$ cat config.mk
export PLATFORM = sky130hd
export DESIGN_NAME = averaging_reciprocal_frequency_counter_top
export DESIGN_NICKNAME = d
export VERILOG_FILES = /design/src/sv/afc_pkg.sv /design/src/sv/afc_front.sv /design/src/sv/afc_fifo.sv /design/src/sv/afc_div.sv /design/src/sv/afc_back.sv /design/src/sv/averaging_reciprocal_frequency_counter_top.sv
export SDC_FILE = /design/constraint.sdc
export NUM_CORES = 1
export LEC_CHECK = 0
export BUFFER_PORTS_ARGS = -buffer_cell sky130_fd_sc_hd__buf_2
export CAP_MARGIN = 25
export CORE_AREA = 5 5 244 246
export DETAILED_ROUTE_END_ITERATION = 6
export DIE_AREA = 0 0 249 251
export PLACE_DENSITY = 0.67
export SLEW_MARGIN = 10
export SYNTH_ARGS = -nofsm -noshare
export SYNTH_HDL_FRONTEND = slang
export SYNTH_SLANG_ARGS = --single-unit
export TNS_END_PERCENT = 100
$ cat constraint.sdc
create_clock -name clk -period 7.4 [get_ports clk]
set_clock_uncertainty 0.1 [all_clocks]
set_input_delay 0.74 -clock clk [delete_from_list [all_inputs] [get_ports clk]]
set_output_delay 0.74 -clock clk [all_outputs]
set_load 0.02 [all_outputs]
$ cat src/sv/afc_pkg.sv
// Shared types and constants for the averaging reciprocal frequency counter.
`default_nettype none
package afc_pkg;

	// Field and state widths
	localparam int unsigned STAMP_W = 32;
	localparam int unsigned SUM_W   = 36;
	localparam int unsigned CNT_W   = 4;

	// Number of valid periods averaged per result
	localparam logic [CNT_W-1:0] WINDOW = 4'd10;

	// Periods at or above this are glitches or wrapped garbage
	localparam logic [STAMP_W-1:0] PERIOD_LIMIT = 32'hFFFF_FFF0;

	// Tick rate after reset, in hertz
	localparam logic [STAMP_W-1:0] TICK_RATE_RST = 32'd1_000_000;

	// Divider: one quotient bit per cycle over the full sum width
	localparam int unsigned DIV_STEPS = SUM_W;
	localparam int unsigned DIV_CNT_W = 6;
	localparam logic [DIV_CNT_W-1:0] DIV_LAST = 6'(DIV_STEPS - 1);

	// Window mean: sum / WINDOW, 12 dividend bits per cycle. Each digit is
	// (remainder:12 bits) * ceil(2^20 / WINDOW) >> 20, exact for any WINDOW
	// up to 15 since the digit operand stays below 15 * 4096.
	localparam int unsigned MEAN_DIG_W  = 12;
	localparam int unsigned MEAN_STEPS  = SUM_W / MEAN_DIG_W;
	localparam int unsigned MEAN_T_W    = CNT_W + MEAN_DIG_W;
	localparam int unsigned MEAN_SHIFT  = 20;
	localparam int unsigned MEAN_M_W    = 21;
	localparam int unsigned MEAN_PROD_W = MEAN_T_W + MEAN_M_W;
	localparam int unsigned MEAN_CNT_W  = 2;
	localparam logic [MEAN_M_W-1:0] MEAN_RECIP =
		MEAN_M_W'(((1 << MEAN_SHIFT) + int'(WINDOW) - 1) / int'(WINDOW));
	localparam logic [MEAN_CNT_W-1:0] MEAN_LAST = MEAN_CNT_W'(MEAN_STEPS - 1);

	// Queue between front and back
	localparam int unsigned Q_DEPTH = 2;
	localparam int unsigned Q_PTR_W = 1;
	localparam int unsigned Q_CNT_W = 2;

	// Queue status seen by the front and back
	typedef struct packed {
		logic full;
		logic empty;
	} afc_q_stat_t;

	// Divide request from the back controller
	typedef struct packed {
		logic               start;
		logic [SUM_W-1:0]   dividend;
		logic [STAMP_W-1:0] divisor;
	} afc_div_req_t;

	// Divide response
	typedef struct packed {
		logic             done;
		logic [SUM_W-1:0] quotient;
	} afc_div_rsp_t;

endpackage
`default_nettype wire

$ cat src/sv/afc_front.sv
// Front end: period extraction, glitch filter and window accumulation.
`default_nettype none
module afc_front (
	input  wire                               clk,
	input  wire                               arst_n,
	input  wire                               in_valid,
	output logic                              in_ready,
	input  wire  [afc_pkg::STAMP_W-1:0]       capture_stamp,
	input  afc_pkg::afc_q_stat_t              q_stat,
	output logic                              q_push,
	output logic [afc_pkg::SUM_W-1:0]         q_data
);

	logic [afc_pkg::STAMP_W-1:0] prev_stamp_q;
	logic [afc_pkg::SUM_W-1:0]   sum_q;
	logic [afc_pkg::CNT_W-1:0]   cnt_q;

	logic [afc_pkg::STAMP_W-1:0] period;
	logic                        per_ok;
	logic [afc_pkg::SUM_W-1:0]   sum_next;
	logic [afc_pkg::CNT_W-1:0]   cnt_next;
	logic                        win_done;
	logic                        accept;

	// Period with modulo 2^32 wrap, filter, running sum
	always_comb begin
		period   = capture_stamp - prev_stamp_q;
		per_ok   = (period != '0) && (period < afc_pkg::PERIOD_LIMIT);
		sum_next = sum_q + afc_pkg::SUM_W'(period);
		cnt_next = cnt_q + afc_pkg::CNT_W'(1);
		win_done = (cnt_next == afc_pkg::WINDOW);
	end

	// Hold off while the queue cannot take another window
	assign in_ready = !q_stat.full;
	assign accept   = in_valid && in_ready;
	assign q_push   = accept && per_ok && win_done;
	assign q_data   = sum_next;

	// Window state
	always_ff @(posedge clk or negedge arst_n) begin
		if (!arst_n) begin
			prev_stamp_q <= '0;
			sum_q        <= '0;
			cnt_q        <= '0;
		end else if (accept) begin
			prev_stamp_q <= capture_stamp;
			if (per_ok) begin
				if (win_done) begin
					sum_q <= '0;
					cnt_q <= '0;
				end else begin
					sum_q <= sum_next;
					cnt_q <= cnt_next;
				end
			end
		end
	end

endmodule
`default_nettype wire

$ cat src/sv/afc_fifo.sv
// Short queue of completed window sums between front and back.
`default_nettype none
module afc_fifo (
	input  wire                           clk,
	input  wire                           arst_n,
	input  wire                           push,
	input  wire  [afc_pkg::SUM_W-1:0]     push_data,
	input  wire                           pop,
	output logic [afc_pkg::SUM_W-1:0]     pop_data,
	output afc_pkg::afc_q_stat_t          stat
);

	logic [afc_pkg::SUM_W-1:0]   mem_q [afc_pkg::Q_DEPTH];
	logic [afc_pkg::Q_PTR_W-1:0] wr_ptr_q;
	logic [afc_pkg::Q_PTR_W-1:0] rd_ptr_q;
	logic [afc_pkg::Q_CNT_W-1:0] cnt_q;
	logic                        do_push;
	logic                        do_pop;

	assign stat.full  = (cnt_q == afc_pkg::Q_CNT_W'(afc_pkg::Q_DEPTH));
	assign stat.empty = (cnt_q == '0);
	assign do_push    = push && !stat.full;
	assign do_pop     = pop && !stat.empty;
	assign pop_data   = mem_q[rd_ptr_q];

	// Storage
	always_ff @(posedge clk) begin
		if (do_push) begin
			mem_q[wr_ptr_q] <= push_data;
		end
	end

	// Pointers and fill level
	always_ff @(posedge clk or negedge arst_n) begin
		if (!arst_n) begin
			wr_ptr_q <= '0;
			rd_ptr_q <= '0;
			cnt_q    <= '0;
		end else begin
			if (do_push) begin
				wr_ptr_q <= wr_ptr_q + afc_pkg::Q_PTR_W'(1);
			end
			if (do_pop) begin
				rd_ptr_q <= rd_ptr_q + afc_pkg::Q_PTR_W'(1);
			end
			unique case ({do_push, do_pop})
				2'b10:   cnt_q <= cnt_q + afc_pkg::Q_CNT_W'(1);
				2'b01:   cnt_q <= cnt_q - afc_pkg::Q_CNT_W'(1);
				default: cnt_q <= cnt_q;
			endcase
		end
	end

endmodule
`default_nettype wire

$ cat src/sv/afc_div.sv
// Restoring divider, one quotient bit per cycle.
`default_nettype none
module afc_div (
	input  wire                    clk,
	input  wire                    arst_n,
	input  afc_pkg::afc_div_req_t  req,
	output afc_pkg::afc_div_rsp_t  rsp
);

	logic [afc_pkg::STAMP_W-1:0]   rem_q;
	logic [afc_pkg::SUM_W-1:0]     quo_q;
	logic [afc_pkg::STAMP_W-1:0]   divisor_q;
	logic [afc_pkg::DIV_CNT_W-1:0] cnt_q;
	logic                          busy_q;
	logic                          done_q;

	logic [afc_pkg::STAMP_W:0]     trial;
	logic [afc_pkg::STAMP_W:0]     diff;
	logic                          ge;

	// Shift in next dividend bit, try subtracting the divisor
	always_comb begin
		trial = {rem_q, quo_q[afc_pkg::SUM_W-1]};
		diff  = trial - {1'b0, divisor_q};
		ge    = (trial >= {1'b0, divisor_q});
	end

	// Quotient bits shift in where dividend bits shift out
	always_ff @(posedge clk) begin
		if (req.start) begin
			rem_q     <= '0;
			quo_q     <= req.dividend;
			divisor_q <= req.divisor;
		end else if (busy_q) begin
			rem_q <= ge ? diff[afc_pkg::STAMP_W-1:0] : trial[afc_pkg::STAMP_W-1:0];
			quo_q <= {quo_q[afc_pkg::SUM_W-2:0], ge};
		end
	end

	// Step counter and completion pulse
	always_ff @(posedge clk or negedge arst_n) begin
		if (!arst_n) begin
			busy_q <= 1'b0;
			done_q <= 1'b0;
			cnt_q  <= '0;
		end else begin
			done_q <= busy_q && !req.start && (cnt_q == afc_pkg::DIV_LAST);
			if (req.start) begin
				busy_q <= 1'b1;
				cnt_q  <= '0;
			end else if (busy_q) begin
				cnt_q <= cnt_q + afc_pkg::DIV_CNT_W'(1);
				if (cnt_q == afc_pkg::DIV_LAST) begin
					busy_q <= 1'b0;
				end
			end
		end
	end

	assign rsp.done     = done_q;
	assign rsp.quotient = quo_q;

endmodule
`default_nettype wire

$ cat src/sv/afc_back.sv
// Back end: window mean by reciprocal digits, frequency by divider, result register.
`default_nettype none
module afc_back (
	input  wire                           clk,
	input  wire                           arst_n,
	input  afc_pkg::afc_q_stat_t          q_stat,
	input  wire  [afc_pkg::SUM_W-1:0]     q_data,
	output logic                          q_pop,
	input  wire  [afc_pkg::STAMP_W-1:0]   tick_rate,
	output logic                          out_valid,
	input  wire                           out_ready,
	output logic [afc_pkg::STAMP_W-1:0]   average_period,
	output logic [afc_pkg::STAMP_W-1:0]   frequency
);

	typedef enum logic [1:0] {
		ST_IDLE,
		ST_MEAN,
		ST_FREQ,
		ST_HOLD
	} state_t;

	state_t                       state_q;
	afc_pkg::afc_div_req_t        div_req_q;
	afc_pkg::afc_div_rsp_t        div_rsp;
	logic [afc_pkg::STAMP_W-1:0]  avg_q;
	logic [afc_pkg::STAMP_W-1:0]  freq_q;
	logic                         out_valid_q;
	logic [afc_pkg::STAMP_W-1:0]  avg_out_q;
	logic [afc_pkg::STAMP_W-1:0]  freq_out_q;

	logic [afc_pkg::SUM_W-1:0]       mean_src_q;
	logic [afc_pkg::CNT_W-1:0]       mean_rem_q;
	logic [afc_pkg::SUM_W-1:0]       mean_quo_q;
	logic [afc_pkg::MEAN_CNT_W-1:0]  mean_cnt_q;

	logic [afc_pkg::MEAN_T_W-1:0]    mean_t;
	logic [afc_pkg::MEAN_PROD_W-1:0] mean_prod;
	logic [afc_pkg::MEAN_DIG_W-1:0]  mean_dig;
	logic [afc_pkg::MEAN_T_W-1:0]    mean_back;
	logic [afc_pkg::MEAN_T_W-1:0]    mean_diff;
	logic [afc_pkg::SUM_W-1:0]       mean_quo;
	logic                            mean_last;
	logic                            out_load;
	logic                            out_drain;

	afc_div u_div (
		.clk    (clk),
		.arst_n (arst_n),
		.req    (div_req_q),
		.rsp    (div_rsp)
	);

	// Take a window sum whenever the back end is free
	assign q_pop = (state_q == ST_IDLE) && !q_stat.empty;

	// One mean digit: next 12 sum bits under the running remainder
	always_comb begin
		mean_t    = {mean_rem_q, mean_src_q[afc_pkg::SUM_W-1 -: afc_pkg::MEAN_DIG_W]};
		mean_prod = afc_pkg::MEAN_PROD_W'(mean_t) *
		            afc_pkg::MEAN_PROD_W'(afc_pkg::MEAN_RECIP);
		mean_dig  = mean_prod[afc_pkg::MEAN_SHIFT +: afc_pkg::MEAN_DIG_W];
		mean_back = afc_pkg::MEAN_T_W'(mean_dig) * afc_pkg::MEAN_T_W'(afc_pkg::WINDOW);
		mean_diff = mean_t - mean_back;
		mean_quo  = {mean_quo_q[afc_pkg::SUM_W-afc_pkg::MEAN_DIG_W-1:0], mean_dig};
		mean_last = (mean_cnt_q == afc_pkg::MEAN_LAST);
	end

	// Result register handshake
	assign out_load  = (state_q == ST_HOLD) && (!out_valid_q || out_ready);
	assign out_drain = out_valid_q && out_ready;

	// Sequencer and result register
	always_ff @(posedge clk or negedge arst_n) begin
		if (!arst_n) begin
			state_q     <= ST_IDLE;
			div_req_q   <= '0;
			mean_src_q  <= '0;
			mean_rem_q  <= '0;
			mean_quo_q  <= '0;
			mean_cnt_q  <= '0;
			avg_q       <= '0;
			freq_q      <= '0;
			out_valid_q <= 1'b0;
			avg_out_q   <= '0;
			freq_out_q  <= '0;
		end else begin
			div_req_q.start <= (state_q == ST_MEAN) && mean_last;
			unique case (state_q)
				ST_IDLE: begin
					if (!q_stat.empty) begin
						mean_src_q <= q_data;
						mean_rem_q <= '0;
						mean_quo_q <= '0;
						mean_cnt_q <= '0;
						state_q    <= ST_MEAN;
					end
				end
				ST_MEAN: begin
					mean_src_q <= {mean_src_q[afc_pkg::SUM_W-afc_pkg::MEAN_DIG_W-1:0],
					               {afc_pkg::MEAN_DIG_W{1'b0}}};
					mean_rem_q <= mean_diff[afc_pkg::CNT_W-1:0];
					mean_quo_q <= mean_quo;
					mean_cnt_q <= mean_cnt_q + afc_pkg::MEAN_CNT_W'(1);
					if (mean_last) begin
						avg_q              <= mean_quo[afc_pkg::STAMP_W-1:0];
						div_req_q.dividend <= afc_pkg::SUM_W'(tick_rate);
						div_req_q.divisor  <= mean_quo[afc_pkg::STAMP_W-1:0];
						state_q            <= ST_FREQ;
					end
				end
				ST_FREQ: begin
					if (div_rsp.done) begin
						freq_q  <= div_rsp.quotient[afc_pkg::STAMP_W-1:0];
						state_q <= ST_HOLD;
					end
				end
				ST_HOLD: begin
					// wait for the result register to drain
					if (out_load) begin
						state_q <= ST_IDLE;
					end
				end
				default: state_q <= ST_IDLE;
			endcase
			if (out_load) begin
				out_valid_q <= 1'b1;
				avg_out_q   <= avg_q;
				freq_out_q  <= freq_q;
			end else if (out_drain) begin
				out_valid_q <= 1'b0;
			end
		end
	end

	assign out_valid      = out_valid_q;
	assign average_period = avg_out_q;
	assign frequency      = freq_out_q;

endmodule
`default_nettype wire

$ cat src/sv/averaging_reciprocal_frequency_counter_top.sv
// Averaging reciprocal frequency counter, top level.
//
// Input channel (in_valid/in_ready, capture_stamp): one beat per timer
// capture at a rising edge of the measured signal. The front end takes one
// beat per cycle while the queue has room, forms the period since the last
// stamp and adds valid periods (nonzero, below 0xFFFFFFF0) into a window sum.
// Output channel (out_valid/out_ready, average_period, frequency): one beat
// per ten valid periods, with the window mean and tick_rate / mean.
// A window sum passes through the queue, the mean digits, the divider
// hand-off, the divider and the result capture before out_valid rises.
// The back end pops the next window sum only after loading the last result.
// A two-entry queue of window sums parts front and back; in_ready drops
// while both entries are waiting and rises when the back end pops one.
// A result waiting on a stalled receiver sits in the output register while
// the back end finishes the next window and holds it; then the queue fills
// and the input stalls.
// cfg_wr_en/cfg_wr_data write tick_rate (reset 1000000 Hz); write only idle.
// Reset clears the previous stamp, the window sum and count, and the queue.
`default_nettype none
module averaging_reciprocal_frequency_counter_top (
	input  wire                           clk,
	input  wire                           arst_n,
	input  wire                           cfg_wr_en,
	input  wire  [afc_pkg::STAMP_W-1:0]   cfg_wr_data,
	input  wire                           in_valid,
	output logic                          in_ready,
	input  wire  [afc_pkg::STAMP_W-1:0]   capture_stamp,
	output logic                          out_valid,
	input  wire                           out_ready,
	output logic [afc_pkg::STAMP_W-1:0]   average_period,
	output logic [afc_pkg::STAMP_W-1:0]   frequency
);

	logic [afc_pkg::STAMP_W-1:0] tick_rate_q;
	afc_pkg::afc_q_stat_t        q_stat;
	logic                        q_push;
	logic [afc_pkg::SUM_W-1:0]   q_push_data;
	logic                        q_pop;
	logic [afc_pkg::SUM_W-1:0]   q_pop_data;

	// Tick rate register
	always_ff @(posedge clk or negedge arst_n) begin
		if (!arst_n) begin
			tick_rate_q <= afc_pkg::TICK_RATE_RST;
		end else if (cfg_wr_en) begin
			tick_rate_q <= cfg_wr_data;
		end
	end

	afc_front u_front (
		.clk           (clk),
		.arst_n        (arst_n),
		.in_valid      (in_valid),
		.in_ready      (in_ready),
		.capture_stamp (capture_stamp),
		.q_stat        (q_stat),
		.q_push        (q_push),
		.q_data        (q_push_data)
	);

	afc_fifo u_fifo (
		.clk       (clk),
		.arst_n    (arst_n),
		.push      (q_push),
		.push_data (q_push_data),
		.pop       (q_pop),
		.pop_data  (q_pop_data),
		.stat      (q_stat)
	);

	afc_back u_back (
		.clk            (clk),
		.arst_n         (arst_n),
		.q_stat         (q_stat),
		.q_data         (q_pop_data),
		.q_pop          (q_pop),
		.tick_rate      (tick_rate_q),
		.out_valid      (out_valid),
		.out_ready      (out_ready),
		.average_period (average_period),
		.frequency      (frequency)
	);

endmodule
`default_nettype wire

==> flow_summary.toml, run 1 <==
[status]
outcome = "completed"

[clocking]
clock-root-buffer = "clkbuf_16"
htree_levels = 2
cts_tree = "done"
post-cts-setup-buffer-count = 0
clock_latency_ns = 0.62
cts_buffers = 56
clk_pin_slew_ns = 0.06
cts.sinks = 514
clock_path_buffers = 3

[timing]
maxSlewHeadroom_pct = 34.2
slew_violations = 0
setup_viol = 0
fin_tns_setup_ns = 0
maxClockFrequency_ghz = 0.147
worst_slew_pin_slew_ns = 0.987
rsz0062_at_grt = "no"
final-hold-violation-count = 0
finalCritPeriodShare_pct = 92.2
period_needed_ns = 6.82

[routing]
drc = 0
drt_pass1_iterations = 5
vias = 19200
wl_per_cell_um = 18.4
final_antenna_net_count = 0
viasPerCell = 5.48
drt-total-wl_um = 64300
drt_iter0_drc = 929

[floorplan]
core_region_area_sq_um = 57100
die-width_um = 249
pin_count = 135
dieArea_sq_um = 62500
start_util_pct = 51.2
num_rows = 88
die_h_um = 251

[synthesis]
ys.flop_type = "dfrtp_1"
synth_top_family_by_area = "adder cells"
yosys_warnings = 0
synthAdderAreaFrac_pct = 15.6
synth_nets = 2932
synth-compound-area-share_pct = 11.1
synthXorXnorAreaFrac_pct = 3.35
synth_edf_count = 140
yosys.area_share.simple_pct = 7.40
yosysTopAreaCellShare_pct = 28.6
synth_area_leaders = "dfrtp_1, edfxtp_1, ha_1"
syn_area_sq_um = 29300
ys_seq_area_share_pct = 45.8
syn_area_per_cell_sq_um = 11.5
synth_cell_type_count = 74
yosysTopAreaCell = "dfrtp_1"
ys_ff_latch = 514
synthMuxAreaShare_pct = 12.0
ys_async_sr_fraction_pct = 66.5
syn_inst = 2549

[global_route]
grt_use_met2_pct = 36.3
antenna_found_initial = 0
use_met3_pct = 2.50
grt_pass1_wl_um = 105000
grt_max_degree = 155
grt.busiest_layer = "met2"
grtUsageTotal_pct = 20.4
grt_pass1_vias = 19900
grt-ovfl-total = 0
use_met1_pct = 26.9

[critical_path]
path_class = "reg -> reg"
cp-start-kind = "flop"
critical_path.most_common_cell = "fa_1"
critPathCaptureType = "flop"
worstPathMaxFanout = 7
cp_slowest_stage_delay_ns = 0.55
cp_cell_sequence = "ha_1 -> inv_1 -> fa_1 -> inv_1 -> fa_1 -> fa_1 -> fa_1 -> inv_1 -> fa_1 -> inv_1 -> ha_1 -> and4_1 -> a221o_1 -> a221oi_1 -> o41ai_1 -> buf_4 -> a21oi_1 -> xor2_1 -> fa_1 -> xor2_1 -> xnor2_1 -> xnor2_1 -> o21ai_0"
critical_path_required_ns = 7.80
worstPathArrival_ns = 7.22
cp_slowest_cell = "fa_1"

[finish]
fin_nets = 3063
area_growth_pct = 11.7
insertedDiodeCount = 0
final-instance-count-excl-fill = 3493
drive_gt1_share_pct = 20.3

[place]
hpwl_um = 47000
gp_congestion = 0.890
numPortBuffers = 134
dp.cells = 3385

[min_path]
hold_class = "in -> reg"

[run]
max-cap-violations = 0
final cells by class:
class | count | area, sq um
clock buffers | 79 | 1530
clock inverters | 27 | 342
fillers | 4806 | 24400
inverters | 270 | 1010
multi-input cells | 1676 | 14500
flip-flops and latches | 514 | 13400
well taps | 765 | 957
repair buffers | 162 | 946
routing by layer:
metal	part of all wire (%)	vias to the layer above
li1	-	9256
met1	45	9507
met2	50	307
met3	3.1	82
met4	2.0	0
met5	0	-
cells in the mapped netlist, types with 20 or more instances:
cell	instances
a22o_1	23
inv_1	269
nand3_1	29
xnor2_1	73
a21oi_1	113
xor2_1	39
o21a_1	23
nor2_1	138
edfxtp_1	140
buf_1	20
nand2b_1	22
dfxtp_1	32
nand4_1	24
a211oi_1	45
dfrtp_1	335
a31o_2	28
nor2b_1	43
clkbuf_1	58
mux2i_1	64
ha_1	230
o21ai_0	95
nor3_1	27
a21o_1	44
nand2_1	103
mux2_2	254
fa_1	84
what timing repair did:
item,CTS,global route
endpoints found under the hold margin,51,0
gates resized for setup,0,0
hold buffers,1,0
flip-flops by register name, summed over array words and instances, names as in the netlist, 36 cells and up:
signal / cells
u_fifo.mem_q: 72
u_back.div_req_q: 65
u_back.mean_src_q: 36
u_back.u_div.quo_q: 36
u_front.sum_q: 36
cells in the final DEF (no fill, tap or decap), types with 15 or more instances in the layout:
cell type and count:
dfrtp_1 332, inv_1 269, mux2_2 254, ha_1 229, edfxtp_1 140, nor2_1 137, buf_2 133, a21oi_1 113
nand2_1 101, o21ai_0 94, fa_1 84, xnor2_1 73, mux2i_1 64, clkbuf_16 56, a211oi_1 45, a21o_1 44
nor2b_1 43, xor2_1 39, dfxtp_1 32, nand3_1 29, a31o_2 28, nor3_1 27, nand4_1 24, buf_4 24
o21a_1 23, a22o_1 23, nand2b_1 22, clkbuf_1 19, and3_1 18, o21ai_1 17, o21bai_1 16, o31ai_1 15
final timing paths:
kind                       depth (start not counted)                          to                  start  slack (ns)
max                                               23        u_back.mean_rem_q[3]  u_back.mean_src_q[26]        0.58
min                                                2             tick_rate_q[20]        cfg_wr_data[20]        0.24
max reg2reg                                       23        u_back.mean_rem_q[3]  u_back.mean_src_q[26]        0.58
min reg2reg                                        0  u_back.u_div.divisor_q[13]   u_back.div_req_q[13]        0.37
max in group asynchronous                          3    u_front.prev_stamp_q[21]                 arst_n        5.41
min in group asynchronous                          2        u_back.div_req_q[21]                 arst_n        0.53
worst max-delay path, delay by kind of cell, from the launching register on:
| kind | cells | cell delay (ns) |
|---|---|---|
| XOR/XNOR | 4 | 0.66 |
| AO/OA/AOI/OAI | 5 | 1.03 |
| adder cells (fa/ha/maj) | 8 | 3.82 |
| buffers and inverters | 5 | 0.39 |
| flip-flops | 1 | 0.53 |
| AND/OR/NAND/NOR | 1 | 0.19 |
cell families after synthesis:
kind of cell	after synthesis
buffers and inverters	359
muxes	318
xor gates and xnor gates	112
AOI/OAI and AO/OA	488
and+or+nand+nor	444
DFF	514
adders and majority gates	314
metrics by stage:
step / utilization [%] / hold slack (ns) / setup WS (ns) / area [sq um]
3_5_place_dp: 53.9 / 0.361 / 0.511 / 30800
6_report: 57.2 / 0.242 / 0.578 / 32700
2_1_floorplan: - / 0.337 / 1.04 / 29300
5_1_grt: 57.2 / 0.210 / 0.165 / 32700
3_3_place_gp: 53.9 / 0.359 / 0.612 / 30800
4_1_cts: 57.2 / 0.201 / 0.534 / 32700
Power of run 1 is left out: the tool's default activity adds up to more than one toggle a clock period on the data nets, which glitch-free logic cannot reach.
==> inputs of run 2 (changes only) <==
--- a/config.mk
+++ b/config.mk
@@ -5,13 +5,13 @@
 export SDC_FILE = /design/constraint.sdc
 export NUM_CORES = 1
 export LEC_CHECK = 0
-export BUFFER_PORTS_ARGS = -buffer_cell sky130_fd_sc_hd__buf_2
+export BUFFER_PORTS_ARGS = -buffer_cell sky130_fd_sc_hd__buf_4
 export CAP_MARGIN = 25
-export CORE_AREA = 5 5 244 246
+export CORE_AREA = 5 5 277 279
 export DETAILED_ROUTE_END_ITERATION = 6
-export DIE_AREA = 0 0 249 251
-export PLACE_DENSITY = 0.67
-export SLEW_MARGIN = 10
+export DIE_AREA = 0 0 282 284
+export PLACE_DENSITY = 0.54
+export SLEW_MARGIN = 20
 export SYNTH_ARGS = -nofsm -noshare
 export SYNTH_HDL_FRONTEND = slang
 export SYNTH_SLANG_ARGS = --single-unit
==> flow_summary.toml, run 2 (same netlist as run 1, synthesis figures left out) <==
[status]
outcome = "completed"

[timing]
holdWs_ns = 0.222
fin_tns_setup_ns = 0
finalCritPeriodShare_pct = 91.8
period_needed_ns = 6.79
setup_viol = 0
slew_violations = 0
final-hold-violation-count = 0
rsz0062_at_grt = "no"
maxSlewHeadroom_pct = 34.7
maxClockFrequency_ghz = 0.147
worst_slew_pin_slew_ns = 0.979

[global_route]
grt_pass1_wl_um = 108000
grt_pass1_vias = 19800
grt-ovfl-total = 0
grtUsageTotal_pct = 16.4
antenna_found_initial = 2
grt_max_degree = 155

[floorplan]
num_rows = 100
core_region_area_sq_um = 73900
pin_count = 135
die_h_um = 284
start_util_pct = 39.6
dieArea_sq_um = 80100
die-width_um = 282

[run]
max-cap-violations = 0

[finish]
drive_gt1_share_pct = 20.7
fin_nets = 3063
largestRegisters = "u_fifo.mem_q (72), u_back.div_req_q (65)"
layout_common_cells = "dfrtp_1, inv_1, mux2_2"
final_common_cell = "dfrtp_1"
top_register = "u_fifo.mem_q"
fillerInstances = 6915
largest_reg_flops = 72
area_growth_pct = 14.2

[clocking]
htree_levels = 2
clk_pin_slew_ns = 0.06
cts_buffers = 57
clock_latency_ns = 0.65
cts.sinks = 514
cts_tree = "done"
cts_resized = 0
clock_path_buffers = 3
clock-root-buffer = "clkbuf_16"

[place]
numPortBuffers = 134
gp_congestion = 0.856
hpwl_um = 48400

[routing]
final_antenna_net_count = 0
drt-total-wl_um = 66400
vias = 19100
wl_per_cell_um = 17.9
viasPerCell = 5.17
drc = 0
drt_iter0_drc = 1011
drt_pass1_iterations = 5

[critical_path]
path_class = "reg -> reg"
reg2reg_from = "u_back.mean_src_q[26]"
worstPathMaxFanout = 7
cp_cell_sequence = "ha_1 -> inv_1 -> fa_1 -> inv_1 -> fa_1 -> fa_1 -> fa_1 -> inv_1 -> fa_1 -> inv_1 -> ha_1 -> and4_1 -> a221o_1 -> a221oi_1 -> o41ai_1 -> buf_4 -> a21oi_1 -> xor2_1 -> fa_1 -> xor2_1 -> xnor2_1 -> xnor2_1 -> o21ai_0"
cp-start-kind = "flop"
cp_slowest_stage_delay_ns = 0.55
cp_slowest_cell = "fa_1"
critical_path.most_common_cell = "fa_1"
critPathCaptureType = "flop"
worstPathArrival_ns = 7.17
critical_path_required_ns = 7.78
setup.worst_path.start = "u_back.mean_src_q[26]"

[min_path]
hold_class = "in -> reg"
hold_start = "cfg_wr_data[23]"
## run 2: path summary, 6_finish.rpt
path / slack [ns] / endpoint / cells past startpoint
max: 0.61 / u_back.mean_rem_q[3] / 23
max in group asynchronous: 5.36 / u_fifo.rd_ptr_q / 3
max reg2reg: 0.61 / u_back.mean_rem_q[3] / 23
min reg2reg: 0.38 / u_back.mean_src_q[0] / 2
min in group asynchronous: 0.57 / u_front.prev_stamp_q[22] / 2
min: 0.22 / tick_rate_q[23] / 2
## run 2: per-stage QoR
stage	util [%]	area [sq um]	worst slack (ns)	std cells
6_report	45.2	33400	0.607	3700
2_1_floorplan	-	29300	1.04	2549
3_5_place_dp	42.4	31400	0.570	3588
5_1_grt	45.2	33400	0.261	3700
4_1_cts	45.1	33400	0.567	3697
3_3_place_gp	42.4	31400	0.626	3588
## run 2: layout make-up
cell class                      count  area, sq um  share of cell area [%]
Clock inverter                     26          340                    1.02
Antenna cell                        2         5.00                  0.0150
Multi-Input combinational cell   1676        14500                    43.5
Sequential cell                   514        13400                    40.2
Timing Repair Buffer              161         1250                    3.76
Tap cell                          969         1210                    3.63
Clock buffer                       82         1650                    4.94
Inverter                          270         1010                    3.03
## run 2: worst max-delay path, delay by kind of cell, from the launching register on
kind / cells / cell delay [ns]
AO/OA/AOI/OAI: 5 / 1.05
adder cells (fa/ha/maj): 8 / 3.80
flip-flops: 1 / 0.51
XOR/XNOR: 4 / 0.62
AND/OR/NAND/NOR: 1 / 0.19
buffers and inverters: 5 / 0.41
## run 2: timing repair
| action | CTS | global route |
|---|---|---|
| buffers inserted | 0 | 0 |
| hold endpoints to repair | 52 | 0 |
| hold buffers | 1 | 0 |
## run 2: metal layers
layer / global-route usage (%) / vias to the layer above / routed length [um] / part of all wire (%)
li1: - / 9283 / - / -
met1: 22.2 / 9536 / 30100 / 45
met2: 28.3 / 227 / 33300 / 50
met3: 2.16 / 81 / 1970 / 3.0
met4: 3.56 / 0 / 1060 / 1.6
met5: 0 / - / 0 / 0
Power of run 2 is left out for the same reason.
